$ cat src/rtl/core/sfa_pkg.sv
`timescale 1ns / 1ps
`default_nettype none
package sfa_pkg;
    localparam int MAX_ANIMS_DEF  = 8;
    localparam int MAX_FRAMES_DEF = 16;
    localparam int TIME_BITS_DEF  = 32;

    // input functions
    localparam logic [2:0] FUNC_TICK   = 3'd0;
    localparam logic [2:0] FUNC_WRITE  = 3'd1;
    localparam logic [2:0] FUNC_DEFINE = 3'd2;
    localparam logic [2:0] FUNC_PLAY   = 3'd3;
    localparam logic [2:0] FUNC_STOP   = 3'd4;

    // register indexes
    localparam logic [1:0] REG_FRAME_W = 2'd0;
    localparam logic [1:0] REG_FRAME_H = 2'd1;
    localparam logic [1:0] REG_SHEET_W = 2'd2;
    localparam logic [1:0] REG_STEP    = 2'd3;

    localparam logic [23:0] Y_MAX = 24'hFFFFFF;

    // controller commands to datapath
    typedef struct packed {
        logic latch;      // capture input request
        logic eval;       // apply the request to playback state
        logic mem_rd;     // issue frame table read
        logic load_frame; // take frame from table read data
        logic div_init;   // start source division
        logic div_step;   // one quotient bit
        logic src_store;  // write x,y result
        logic src_zero;   // clear source registers
        logic done;       // present result
    } t_cmd;

    // datapath status to controller
    typedef struct packed {
        logic [2:0] func;
        logic       tick_live;  // tick while playing
        logic       tick_adv;   // tick moves to a new frame
        logic       tick_end;   // one-shot ended
        logic       play_live;  // play of a nonempty slot
    } t_stat;
endpackage
`default_nettype wire

$ cat src/rtl/core/sfa_ram.sv
`timescale 1ns / 1ps
`default_nettype none
module sfa_ram #(
    parameter int WIDTH = 8,
    parameter int DEPTH = 128
) (
    input  wire logic                     i_clk,
    input  wire logic                     i_we,
    input  wire logic [$clog2(DEPTH)-1:0] i_waddr,
    input  wire logic [WIDTH-1:0]         i_wdata,
    input  wire logic                     i_re,
    input  wire logic [$clog2(DEPTH)-1:0] i_raddr,
    output logic      [WIDTH-1:0]         o_rdata
);
    logic [WIDTH-1:0] r_mem [DEPTH];

    // one write port, registered read
    always_ff @(posedge i_clk) begin
        if (i_we) begin
            r_mem[i_waddr] <= i_wdata;
        end
        if (i_re) begin
            o_rdata <= r_mem[i_raddr];
        end
    end
endmodule
`default_nettype wire

$ cat src/rtl/core/sfa_ctrl.sv
`timescale 1ns / 1ps
`default_nettype none
module sfa_ctrl (
    input  wire logic          i_clk,
    input  wire logic          i_rst_n,
    input  wire logic          i_start,
    input  wire logic          i_div_last,
    input  wire sfa_pkg::t_stat i_stat,
    output logic               o_busy,
    output sfa_pkg::t_cmd      o_cmd
);
    localparam logic [2:0] ST_IDLE  = 3'd0;
    localparam logic [2:0] ST_EVAL  = 3'd1;
    localparam logic [2:0] ST_READ  = 3'd2;
    localparam logic [2:0] ST_LOAD  = 3'd3;
    localparam logic [2:0] ST_DIV   = 3'd4;
    localparam logic [2:0] ST_STORE = 3'd5;
    localparam logic [2:0] ST_DONE  = 3'd6;

    logic [2:0] r_state;
    logic [2:0] n_state;

    // next state and commands
    always_comb begin
        n_state = r_state;
        o_cmd   = '0;
        unique case (r_state)
            ST_IDLE: begin
                if (i_start) begin
                    o_cmd.latch = 1'b1;
                    n_state     = ST_EVAL;
                end
            end
            ST_EVAL: begin
                o_cmd.eval = 1'b1;
                priority if (i_stat.func == sfa_pkg::FUNC_TICK && !i_stat.tick_live) begin
                    o_cmd.src_zero = 1'b1;
                    n_state        = ST_DONE;
                end else if (i_stat.func == sfa_pkg::FUNC_TICK && i_stat.tick_adv) begin
                    o_cmd.mem_rd = 1'b1;
                    n_state      = ST_READ;
                end else if (i_stat.func == sfa_pkg::FUNC_TICK) begin
                    n_state = ST_LOAD;
                end else if (i_stat.func == sfa_pkg::FUNC_PLAY && i_stat.play_live) begin
                    o_cmd.mem_rd = 1'b1;
                    n_state      = ST_READ;
                end else begin
                    n_state = ST_DONE;
                end
            end
            ST_READ: begin
                o_cmd.load_frame = 1'b1;
                n_state = (i_stat.func == sfa_pkg::FUNC_TICK && i_stat.tick_end)
                        ? ST_DONE : ST_LOAD;
            end
            ST_LOAD: begin
                o_cmd.div_init = 1'b1;
                n_state        = ST_DIV;
            end
            ST_DIV: begin
                o_cmd.div_step = 1'b1;
                if (i_div_last) begin
                    n_state = ST_STORE;
                end
            end
            ST_STORE: begin
                o_cmd.src_store = 1'b1;
                n_state         = ST_DONE;
            end
            ST_DONE: begin
                o_cmd.done = 1'b1;
                n_state    = ST_IDLE;
            end
            default: n_state = ST_IDLE;
        endcase
    end

    always_ff @(posedge i_clk) begin
        if (!i_rst_n) begin
            r_state <= ST_IDLE;
        end else begin
            r_state <= n_state;
        end
    end

    assign o_busy = (r_state != ST_IDLE);
endmodule
`default_nettype wire

$ cat src/rtl/core/sfa_datapath.sv
`timescale 1ns / 1ps
`default_nettype none
module sfa_datapath #(
    parameter int MAX_ANIMS  = sfa_pkg::MAX_ANIMS_DEF,
    parameter int MAX_FRAMES = sfa_pkg::MAX_FRAMES_DEF,
    parameter int TIME_BITS  = sfa_pkg::TIME_BITS_DEF
) (
    input  wire logic          i_clk,
    input  wire logic          i_rst_n,
    input  wire sfa_pkg::t_cmd i_cmd,
    output sfa_pkg::t_stat     o_stat,
    output logic               o_div_last,
    input  wire logic [2:0]    i_func,
    input  wire logic [2:0]    i_anim_slot,
    input  wire logic [3:0]    i_position,
    input  wire logic [7:0]    i_frame_number,
    input  wire logic [4:0]    i_anim_length,
    input  wire logic [31:0]   i_period,
    input  wire logic          i_looped,
    input  wire logic [11:0]   i_frame_width,
    input  wire logic [11:0]   i_frame_height,
    input  wire logic [11:0]   i_sheet_width,
    input  wire logic [31:0]   i_tick_step,
    output logic      [11:0]   o_source_x,
    output logic      [23:0]   o_source_y,
    output logic      [7:0]    o_shown_frame,
    output logic               o_finished,
    output logic               o_playing,
    output logic               o_done
);
    localparam int SW = (MAX_ANIMS > 1) ? $clog2(MAX_ANIMS) : 1;
    localparam int PW = (MAX_FRAMES > 1) ? $clog2(MAX_FRAMES) : 1;
    localparam int LW = $clog2(MAX_FRAMES + 1);
    localparam int AW = SW + PW;
    localparam int DEPTH = 1 << AW;
    localparam int TW = TIME_BITS;
    localparam int CW = (TW > 32) ? TW : 32;
    localparam int SUMW = CW + 1;
    localparam int RXW = 20;
    localparam logic [TW-1:0] TMAX = {TW{1'b1}};

    // latched request
    logic [2:0]  r_func;
    logic [2:0]  r_slot;
    logic [4:0]  r_len;
    logic [31:0] r_per;
    logic        r_loop;

    logic [LW-1:0] r_slot_len [MAX_ANIMS];
    logic [31:0]   r_slot_per [MAX_ANIMS];
    logic          r_slot_loop [MAX_ANIMS];
    logic [SW-1:0] r_active;
    logic          r_playing;
    logic [4:0]    r_list_pos;
    logic [TW-1:0] r_accum;
    logic [7:0]    r_cur;
    logic [11:0]   r_src_x;
    logic [23:0]   r_src_y;
    logic          r_fin;
    logic          r_done;

    logic            slot_ok;
    logic [SW-1:0]   slot_i;
    logic [SW-1:0]   act_s;
    logic            act_ok;
    logic [SUMW-1:0] acc_sum;
    logic [TW-1:0]   acc_sat;
    logic            adv;
    logic [4:0]      pos_next;
    logic            wrap;
    logic [7:0]      rd_data;
    logic [AW-1:0]   rd_addr;
    logic [AW-1:0]   wr_addr;
    logic            wr_en;

    assign slot_ok = ({29'd0, r_slot} < MAX_ANIMS);
    assign slot_i  = SW'(r_slot);
    assign act_s   = r_active;
    assign act_ok  = 1'b1;

    // accumulator and advance test
    assign acc_sum  = SUMW'(r_accum) + SUMW'(i_tick_step);
    assign acc_sat  = (acc_sum > SUMW'(TMAX)) ? TMAX : acc_sum[TW-1:0];
    assign adv      = (CW'(acc_sat) >= CW'(r_slot_per[act_s]));
    assign pos_next = r_list_pos + 5'd1;
    assign wrap     = ({{(32-5){1'b0}}, pos_next} >= {{(32-LW){1'b0}}, r_slot_len[act_s]});

    assign o_stat.func      = r_func;
    assign o_stat.tick_live = r_playing && act_ok;
    assign o_stat.tick_adv  = adv;
    assign o_stat.tick_end  = r_fin;
    assign o_stat.play_live = slot_ok && (r_slot_len[slot_i] != '0);

    // frame table
    assign wr_en   = i_cmd.latch && i_func == sfa_pkg::FUNC_WRITE
                     && ({29'd0, i_anim_slot} < MAX_ANIMS)
                     && ({28'd0, i_position} < MAX_FRAMES);
    assign wr_addr = {SW'(i_anim_slot), PW'(i_position)};
    assign rd_addr = (r_func == sfa_pkg::FUNC_PLAY) ? {slot_i, {PW{1'b0}}}
                   : (wrap ? {act_s, {PW{1'b0}}} : {act_s, PW'(pos_next)});

    sfa_ram #(.WIDTH(8), .DEPTH(DEPTH)) u_table (
        .i_clk  (i_clk),
        .i_we   (wr_en),
        .i_waddr(wr_addr),
        .i_wdata(i_frame_number),
        .i_re   (i_cmd.mem_rd),
        .i_raddr(rd_addr),
        .o_rdata(rd_data)
    );

    // restoring divider for rx / sheet_width, one quotient bit a cycle
    logic [RXW-1:0] r_num;
    logic [11:0]    r_rem;
    logic [RXW-1:0] r_quo;
    logic [4:0]     r_cnt;
    logic [12:0]    trial;
    logic [11:0]    rem_sh_lo;
    logic [31:0]    y_full;

    assign trial      = {r_rem, r_num[RXW-1]} - {1'b0, i_sheet_width};
    assign rem_sh_lo  = trial[12] ? {r_rem[10:0], r_num[RXW-1]} : trial[11:0];
    assign o_div_last = (r_cnt == 5'(RXW - 1));
    assign y_full     = 32'(r_quo) * 32'(i_frame_height);

    always_ff @(posedge i_clk) begin
        if (i_cmd.div_init) begin
            r_num <= RXW'(r_cur) * RXW'(i_frame_width);
            r_rem <= '0;
            r_quo <= '0;
            r_cnt <= '0;
        end else if (i_cmd.div_step) begin
            r_rem <= rem_sh_lo;
            r_num <= {r_num[RXW-2:0], 1'b0};
            r_quo <= {r_quo[RXW-2:0], ~trial[12]};
            r_cnt <= r_cnt + 5'd1;
        end
    end

    // state update
    always_ff @(posedge i_clk) begin
        if (!i_rst_n) begin
            for (int i = 0; i < MAX_ANIMS; i++) begin
                r_slot_len[i]  <= '0;
                r_slot_per[i]  <= '0;
                r_slot_loop[i] <= 1'b0;
            end
            r_active   <= '0;
            r_playing  <= 1'b0;
            r_list_pos <= '0;
            r_accum    <= '0;
            r_cur      <= '0;
            r_src_x    <= '0;
            r_src_y    <= '0;
            r_fin      <= 1'b0;
            r_done     <= 1'b0;
        end else begin
            r_done <= i_cmd.done;
            if (i_cmd.latch) begin
                r_func <= i_func;
                r_slot <= i_anim_slot;
                r_len  <= i_anim_length;
                r_per  <= i_period;
                r_loop <= i_looped;
                if (i_func == sfa_pkg::FUNC_TICK) begin
                    r_fin <= 1'b0;
                end
                if (i_func == sfa_pkg::FUNC_STOP) begin
                    r_playing <= 1'b0;
                    r_accum   <= '0;
                end
            end
            // per-request update in the eval cycle
            if (i_cmd.eval) begin
                if (r_func == sfa_pkg::FUNC_TICK && o_stat.tick_live) begin
                    if (adv) begin
                        r_accum    <= '0;
                        r_list_pos <= wrap ? 5'd0 : pos_next;
                        if (wrap && !r_slot_loop[act_s]) begin
                            r_playing <= 1'b0;
                            r_fin     <= 1'b1;
                        end
                    end else begin
                        r_accum <= acc_sat;
                    end
                end
                if (r_func == sfa_pkg::FUNC_DEFINE && slot_ok) begin
                    r_slot_len[slot_i]  <= (32'(r_len) > MAX_FRAMES) ? LW'(MAX_FRAMES)
                                         : LW'(r_len);
                    r_slot_per[slot_i]  <= r_per;
                    r_slot_loop[slot_i] <= r_loop;
                end
                // play of an empty slot acts as stop
                if (r_func == sfa_pkg::FUNC_PLAY && slot_ok) begin
                    if (o_stat.play_live) begin
                        r_active   <= slot_i;
                        r_playing  <= 1'b1;
                        r_list_pos <= '0;
                        r_accum    <= '0;
                    end else begin
                        r_playing <= 1'b0;
                        r_accum   <= '0;
                    end
                end
            end
            if (i_cmd.src_zero) begin
                r_src_x <= '0;
                r_src_y <= '0;
            end
            if (i_cmd.load_frame) begin
                r_cur <= rd_data;
            end
            if (i_cmd.src_store) begin
                if (i_sheet_width == '0) begin
                    r_src_x <= '0;
                    r_src_y <= '0;
                end else begin
                    r_src_x <= r_rem;
                    r_src_y <= (y_full > {8'd0, sfa_pkg::Y_MAX}) ? sfa_pkg::Y_MAX
                             : y_full[23:0];
                end
            end
        end
    end

    assign o_source_x    = r_src_x;
    assign o_source_y    = r_src_y;
    assign o_shown_frame = r_cur;
    assign o_finished    = (r_func == sfa_pkg::FUNC_TICK) && r_fin;
    assign o_playing     = r_playing;
    assign o_done        = r_done;
endmodule
`default_nettype wire

$ cat src/rtl/core/sprite_frame_animator.sv
`timescale 1ns / 1ps
`default_nettype none
// sprite sheet frame animator
// requests enter on start while busy is low; fields i_func, i_anim_slot,
// i_position, i_frame_number, i_anim_length, i_period, i_looped are sampled
// at that edge. every request gives one result on o_source_x, o_source_y,
// o_shown_frame, o_finished, o_playing, marked by o_valid for one cycle.
// a tick that moves to a new frame or a play of a nonempty slot passes
// eval, frame table read, load, the bit-serial divide of frame offset by
// sheet width, store and done; a tick that stays on its frame skips the
// read, a tick that ends a one-shot goes from read to done, any other
// request from eval to done. busy drops as o_valid rises, so the next
// request can be taken at the edge that takes the result: one request in flight.
// the receiver cannot stall: the result is there for exactly one cycle.
// registers on the apb port: 0 frame width, 1 frame height, 2 sheet width,
// 3 tick step (16.16); write them only while busy is low.
// reset (synchronous, active low) clears slot settings, playback state,
// source registers and registers to their defaults; frame table contents
// are undefined until written.
module sprite_frame_animator #(
    parameter int MAX_ANIMS  = sfa_pkg::MAX_ANIMS_DEF,
    parameter int MAX_FRAMES = sfa_pkg::MAX_FRAMES_DEF,
    parameter int TIME_BITS  = sfa_pkg::TIME_BITS_DEF
) (
    input  wire logic        i_clk,
    input  wire logic        i_rst_n,
    input  wire logic        start,
    output logic             busy,
    input  wire logic [2:0]  i_func,
    input  wire logic [2:0]  i_anim_slot,
    input  wire logic [3:0]  i_position,
    input  wire logic [7:0]  i_frame_number,
    input  wire logic [4:0]  i_anim_length,
    input  wire logic [31:0] i_period,
    input  wire logic        i_looped,
    output logic             o_valid,
    output logic      [11:0] o_source_x,
    output logic      [23:0] o_source_y,
    output logic      [7:0]  o_shown_frame,
    output logic             o_finished,
    output logic             o_playing,
    input  wire logic        psel,
    input  wire logic        penable,
    input  wire logic        pwrite,
    input  wire logic [3:0]  paddr,
    input  wire logic [31:0] pwdata,
    output logic      [31:0] prdata,
    output logic             pready
);
    logic [11:0] r_frame_w;
    logic [11:0] r_frame_h;
    logic [11:0] r_sheet_w;
    logic [31:0] r_step;
    logic        cfg_we;

    assign pready = 1'b1;
    assign cfg_we = psel && penable && pwrite;

    // configuration registers
    always_ff @(posedge i_clk) begin
        if (!i_rst_n) begin
            r_frame_w <= 12'd16;
            r_frame_h <= 12'd16;
            r_sheet_w <= 12'd256;
            r_step    <= 32'd1092;
        end else if (cfg_we) begin
            unique case (paddr[3:2])
                sfa_pkg::REG_FRAME_W: r_frame_w <= pwdata[11:0];
                sfa_pkg::REG_FRAME_H: r_frame_h <= pwdata[11:0];
                sfa_pkg::REG_SHEET_W: r_sheet_w <= pwdata[11:0];
                sfa_pkg::REG_STEP:    r_step    <= pwdata;
                default: ;
            endcase
        end
    end

    // register read
    always_comb begin
        unique case (paddr[3:2])
            sfa_pkg::REG_FRAME_W: prdata = {20'd0, r_frame_w};
            sfa_pkg::REG_FRAME_H: prdata = {20'd0, r_frame_h};
            sfa_pkg::REG_SHEET_W: prdata = {20'd0, r_sheet_w};
            sfa_pkg::REG_STEP:    prdata = r_step;
            default:              prdata = '0;
        endcase
    end

    sfa_pkg::t_cmd  cmd;
    sfa_pkg::t_stat stat;
    logic           div_last;

    sfa_ctrl u_ctrl (
        .i_clk     (i_clk),
        .i_rst_n   (i_rst_n),
        .i_start   (start),
        .i_div_last(div_last),
        .i_stat    (stat),
        .o_busy    (busy),
        .o_cmd     (cmd)
    );

    sfa_datapath #(
        .MAX_ANIMS (MAX_ANIMS),
        .MAX_FRAMES(MAX_FRAMES),
        .TIME_BITS (TIME_BITS)
    ) u_dp (
        .i_clk         (i_clk),
        .i_rst_n       (i_rst_n),
        .i_cmd         (cmd),
        .o_stat        (stat),
        .o_div_last    (div_last),
        .i_func        (i_func),
        .i_anim_slot   (i_anim_slot),
        .i_position    (i_position),
        .i_frame_number(i_frame_number),
        .i_anim_length (i_anim_length),
        .i_period      (i_period),
        .i_looped      (i_looped),
        .i_frame_width (r_frame_w),
        .i_frame_height(r_frame_h),
        .i_sheet_width (r_sheet_w),
        .i_tick_step   (r_step),
        .o_source_x    (o_source_x),
        .o_source_y    (o_source_y),
        .o_shown_frame (o_shown_frame),
        .o_finished    (o_finished),
        .o_playing     (o_playing),
        .o_done        (o_valid)
    );
endmodule
`default_nettype wire

$ cat config.mk
export PLATFORM = sky130hd
export DESIGN_NAME = sprite_frame_animator
export DESIGN_NICKNAME = d
export VERILOG_FILES = /design/src/rtl/core/sfa_pkg.sv /design/src/rtl/core/sfa_ram.sv /design/src/rtl/core/sfa_ctrl.sv /design/src/rtl/core/sfa_datapath.sv /design/src/rtl/core/sprite_frame_animator.sv
export SDC_FILE = /design/constraint.sdc
export NUM_CORES = 2
export LEC_CHECK = 0
export ABC_AREA = 1
export BUFFER_PORTS_ARGS = -buffer_cell sky130_fd_sc_hd__clkbuf_2
export CAP_MARGIN = 40
export CORE_MARGIN = 4
export CORE_UTILIZATION = 50
export DETAILED_ROUTE_END_ITERATION = 8
export GPL_TIMING_DRIVEN = 0
export PLACE_DENSITY = 0.76
export SETUP_SLACK_MARGIN = 0.02
export SLEW_MARGIN = 10
export SYNTH_ARGS = -nofsm -noshare
export SYNTH_HDL_FRONTEND = slang
export SYNTH_SLANG_ARGS = --single-unit
$ cat constraint.sdc
create_clock -name i_clk -period 6.1 [get_ports i_clk]
set_clock_uncertainty 0.2 [all_clocks]
set_input_delay 0.61 -clock i_clk [delete_from_list [all_inputs] [get_ports i_clk]]
set_output_delay 0.61 -clock i_clk [all_outputs]
set_load 0.02 [all_outputs]
==> run metrics <==
first-pass GRT wire length 414300 um; P_sw 9.715 mW; crit path DAT 6380 ps; row count 150; io pins 179; TritonCTS clock tree done; Pwr Density 308.3 nW/um^2; Routed wire per std cell 23.48 um; GRT Total Usage 31.47%; total CTS buffers 166; Cell Chain, Critical Path clkbuf_1 -> clkbuf_1 -> o21ai_0 -> o22ai_1 -> o21ai_0 -> ha_1 -> nand2_1 -> nand2_1 -> nand2_1 -> nand3_1 -> nor2_4 -> clkbuf_4 -> buf_2 -> clkbuf_4 -> nand4_1 -> nand3_1 -> nand3_1 -> nand3_1 -> nand3_1 -> nand3_1 -> nand2_1 -> nand2_1 -> nand2_1; setup tns final 0 ps; CP Capture Type register; wirelength, routed 281800 um; VDD IR max 0.0002959 V; Internal 19.90 mW; Syn Std Cell Area 84420 um^2; syn_nets 9670; Hold/Removal Path Class primary input to register; pin count of the biggest net entering global routing 105; Initial Utilization 50.43%; post-synth top area share 49.51%; Overall Power 29.61 mW; fin crit share 98.46%; Buf/Inv on CP 5; worst hold margin 37.61 ps; Max Cap Viol 0; commonest non-fill, non-tap cell in the layout nand2_1; die width 418.9 um; slew margin rel. 33.70%; Vias/cell 5.906; Clk pwr share 34.7%; number of global-route vias before repair 68605; clk_lat worst skew 860 ps; DPL Wire Length 203200 um; Reg clk slew, reported paths 60 ps; clock buffer depth 3; Fin. Hold Viols 0; Filler cells 13994; delay-heaviest family, CP buffers and inverters; GRT overflow 0; drt pass-1 iters 9; worst stage delay on the critical path 540 ps; drt initial violations 11139; startpoint types register; via count 70878; Cell variety after synth 51; share of cells above drive strength 1 7.895%; CP Class register to register; GPL Wtd Cong 1.060; sequential power share 42.4%; initial antenna violation count 8; Combinational Power Share 23.0%; top post-synthesis cells by area edfxtp_1, nand2_1, inv_1; Sw Ratio 32.81%; FF+latch count, synth 1601; CTS sink cnt 1601; Final setup viols 0; Tmin final 6006 ps; die height 418.9 um; Ys Warns 0; f_max 0.1665 GHz; commonest non-fill, non-tap cells in the layout nand2_1, inv_1, edfxtp_1; Seq/Total Area, Yosys 54.47%; crit-path max FO 10; CORE AREA 167400 um^2; H-Tree Level Count 4; Slew @ Worst Pin 994.6 ps; Core Util, Final 57.38%; mean area per synthesized cell 9.240 um^2; outcome completed; max-slew violation count 0; P&R area growth vs syn 13.78%; largest area contributor in the netlist edfxtp_1; Synth Instances 9137; final layout net count 10186; clock root cell clkbuf_16; Pleak 41.20 nW; # DRC 0; Critical-path top delay cell clkbuf_1; die area 175500 um^2; CP required 6470 ps; Final ANT Viol Nets 0; Port-buffer cells 175
## power by group through the flow
stage	registers [mW]	logic (mW)	clock network [mW]
floorplan	12.7	3.96	0
global placement	12.8	6.15	0
detailed placement	12.7	6.36	0
CTS	12.5	6.47	10.3
global route	12.6	7.28	10.7
finish	12.5	6.80	10.3
## sequential cells by signal (all words and copies together), names as in the netlist, 24 cells and up, named ones only
register / flops
u_dp.u_table.r_mem: 1024
u_dp.r_slot_per: 256
u_dp.r_slot_len: 40
r_step: 32
u_dp.r_accum: 32
u_dp.r_per: 32
u_dp.o_source_y: 24
## repair_timing
item,CTS,global route
gates resized for setup,53,174
pin swaps,2,1
setup endpoints to repair,32,42
cloned,0,0
setup buffers,2,0
endpoints found under the hold margin,130,0
hold buffers,76,0
## Yosys cell counts (all sizes together)
cell type  instances
nand4            409
nor3b              2
nor3              20
o2111ai           14
dfxtp            209
inv             1610
ha               193
clkinv             8
o21a               3
o31ai              3
a21boi             2
nand3b             4
nand3           1128
nor2             808
xor2              37
or2               21
a21o              13
o221ai            37
a31oi             10
clkbuf           385
a211oi             3
o21bai             5
fa               242
o211ai            26
o21ai            378
a22o               1
a21oi            263
a32o               1
a221oi             2
buf              163
o22ai             57
conb               1
xnor2             24
o41ai              1
nor4               8
edfxtp          1392
a31o               1
nand2           1653
## per-layer routing
layer	vias to the layer above	routed length, um	track usage [%]
met3	1061	37080	8.597
met4	4	21530	19.59
li1	31255	-	-
met1	33418	99450	39.34
met2	5140	123600	48.56
met5	-	212	0.9447
## final timing paths
| kind | startpoint | to | slack (ps) | cells after the start |
|---|---|---|---|---|
| worst max-delay path | register | u_dp.u_table.o_rdata[3] | 90 | 23 |
| worst min-delay path | i_frame_number[7] | u_dp.u_table.r_mem[73][7] | 40 | 1 |
| worst max register to register | register | u_dp.u_table.o_rdata[3] | 90 | 23 |
| worst min register to register | u_dp.o_source_y[0] | u_dp.o_source_y[0] | 270 | 2 |
## logic make-up after synthesis
| logic type | synth area share, % |
|---|---|
| compound gates | 5.383 |
| xor+xnor | 0.6328 |
| fa+ha+maj | 8.599 |
| buf+inv | 9.823 |
| flops | 54.47 |
| other cells | 0.004442 |
| simple gates | 21.09 |
## worst register-to-register path, cell delays in order (launching register included)
cell and delay [ps]:
dfxtp_1 410, clkbuf_1 540, clkbuf_1 550, o21ai_0 180
o22ai_1 220, o21ai_0 150, ha_1 380, nand2_1 80
nand2_1 50, nand2_1 60, nand3_1 110, nor2_4 270
clkbuf_4 370, buf_2 410, clkbuf_4 380, nand4_1 120
nand3_1 150, nand3_1 90, nand3_1 390, nand3_1 240
nand3_1 140, nand2_1 100, nand2_1 80, nand2_1 70
## per-stage QoR
step / worst slack, ps / instance area, um^2 / cells
after floorplan: 708.4 / 84420 / 9137
after global placement: -631.4 / 88060 / 11516
after detailed placement: -696.4 / 89360 / 11609
after CTS: 69.61 / 95700 / 11991
after global routing: -10.07 / 96040 / 11998
final: 93.79 / 96050 / 12002
## cell type report
cell class / instances / area (um^2) / area share, %
Multi-Input combinational cell: 5370 / 30350 / 31.60
Buffer: 546 / 2419 / 2.518
Clock inverter: 103 / 1162 / 1.210
Tap cell: 2204 / 2758 / 2.871
Inverter: 1618 / 6075 / 6.324
Antenna cell: 7 / 17.52 / 0.01824
Timing Repair Buffer: 350 / 2948 / 3.069
Clock buffer: 203 / 4333 / 4.511
Sequential cell: 1601 / 45990 / 47.88
Note: power is estimated with default switching activity, not from simulation.
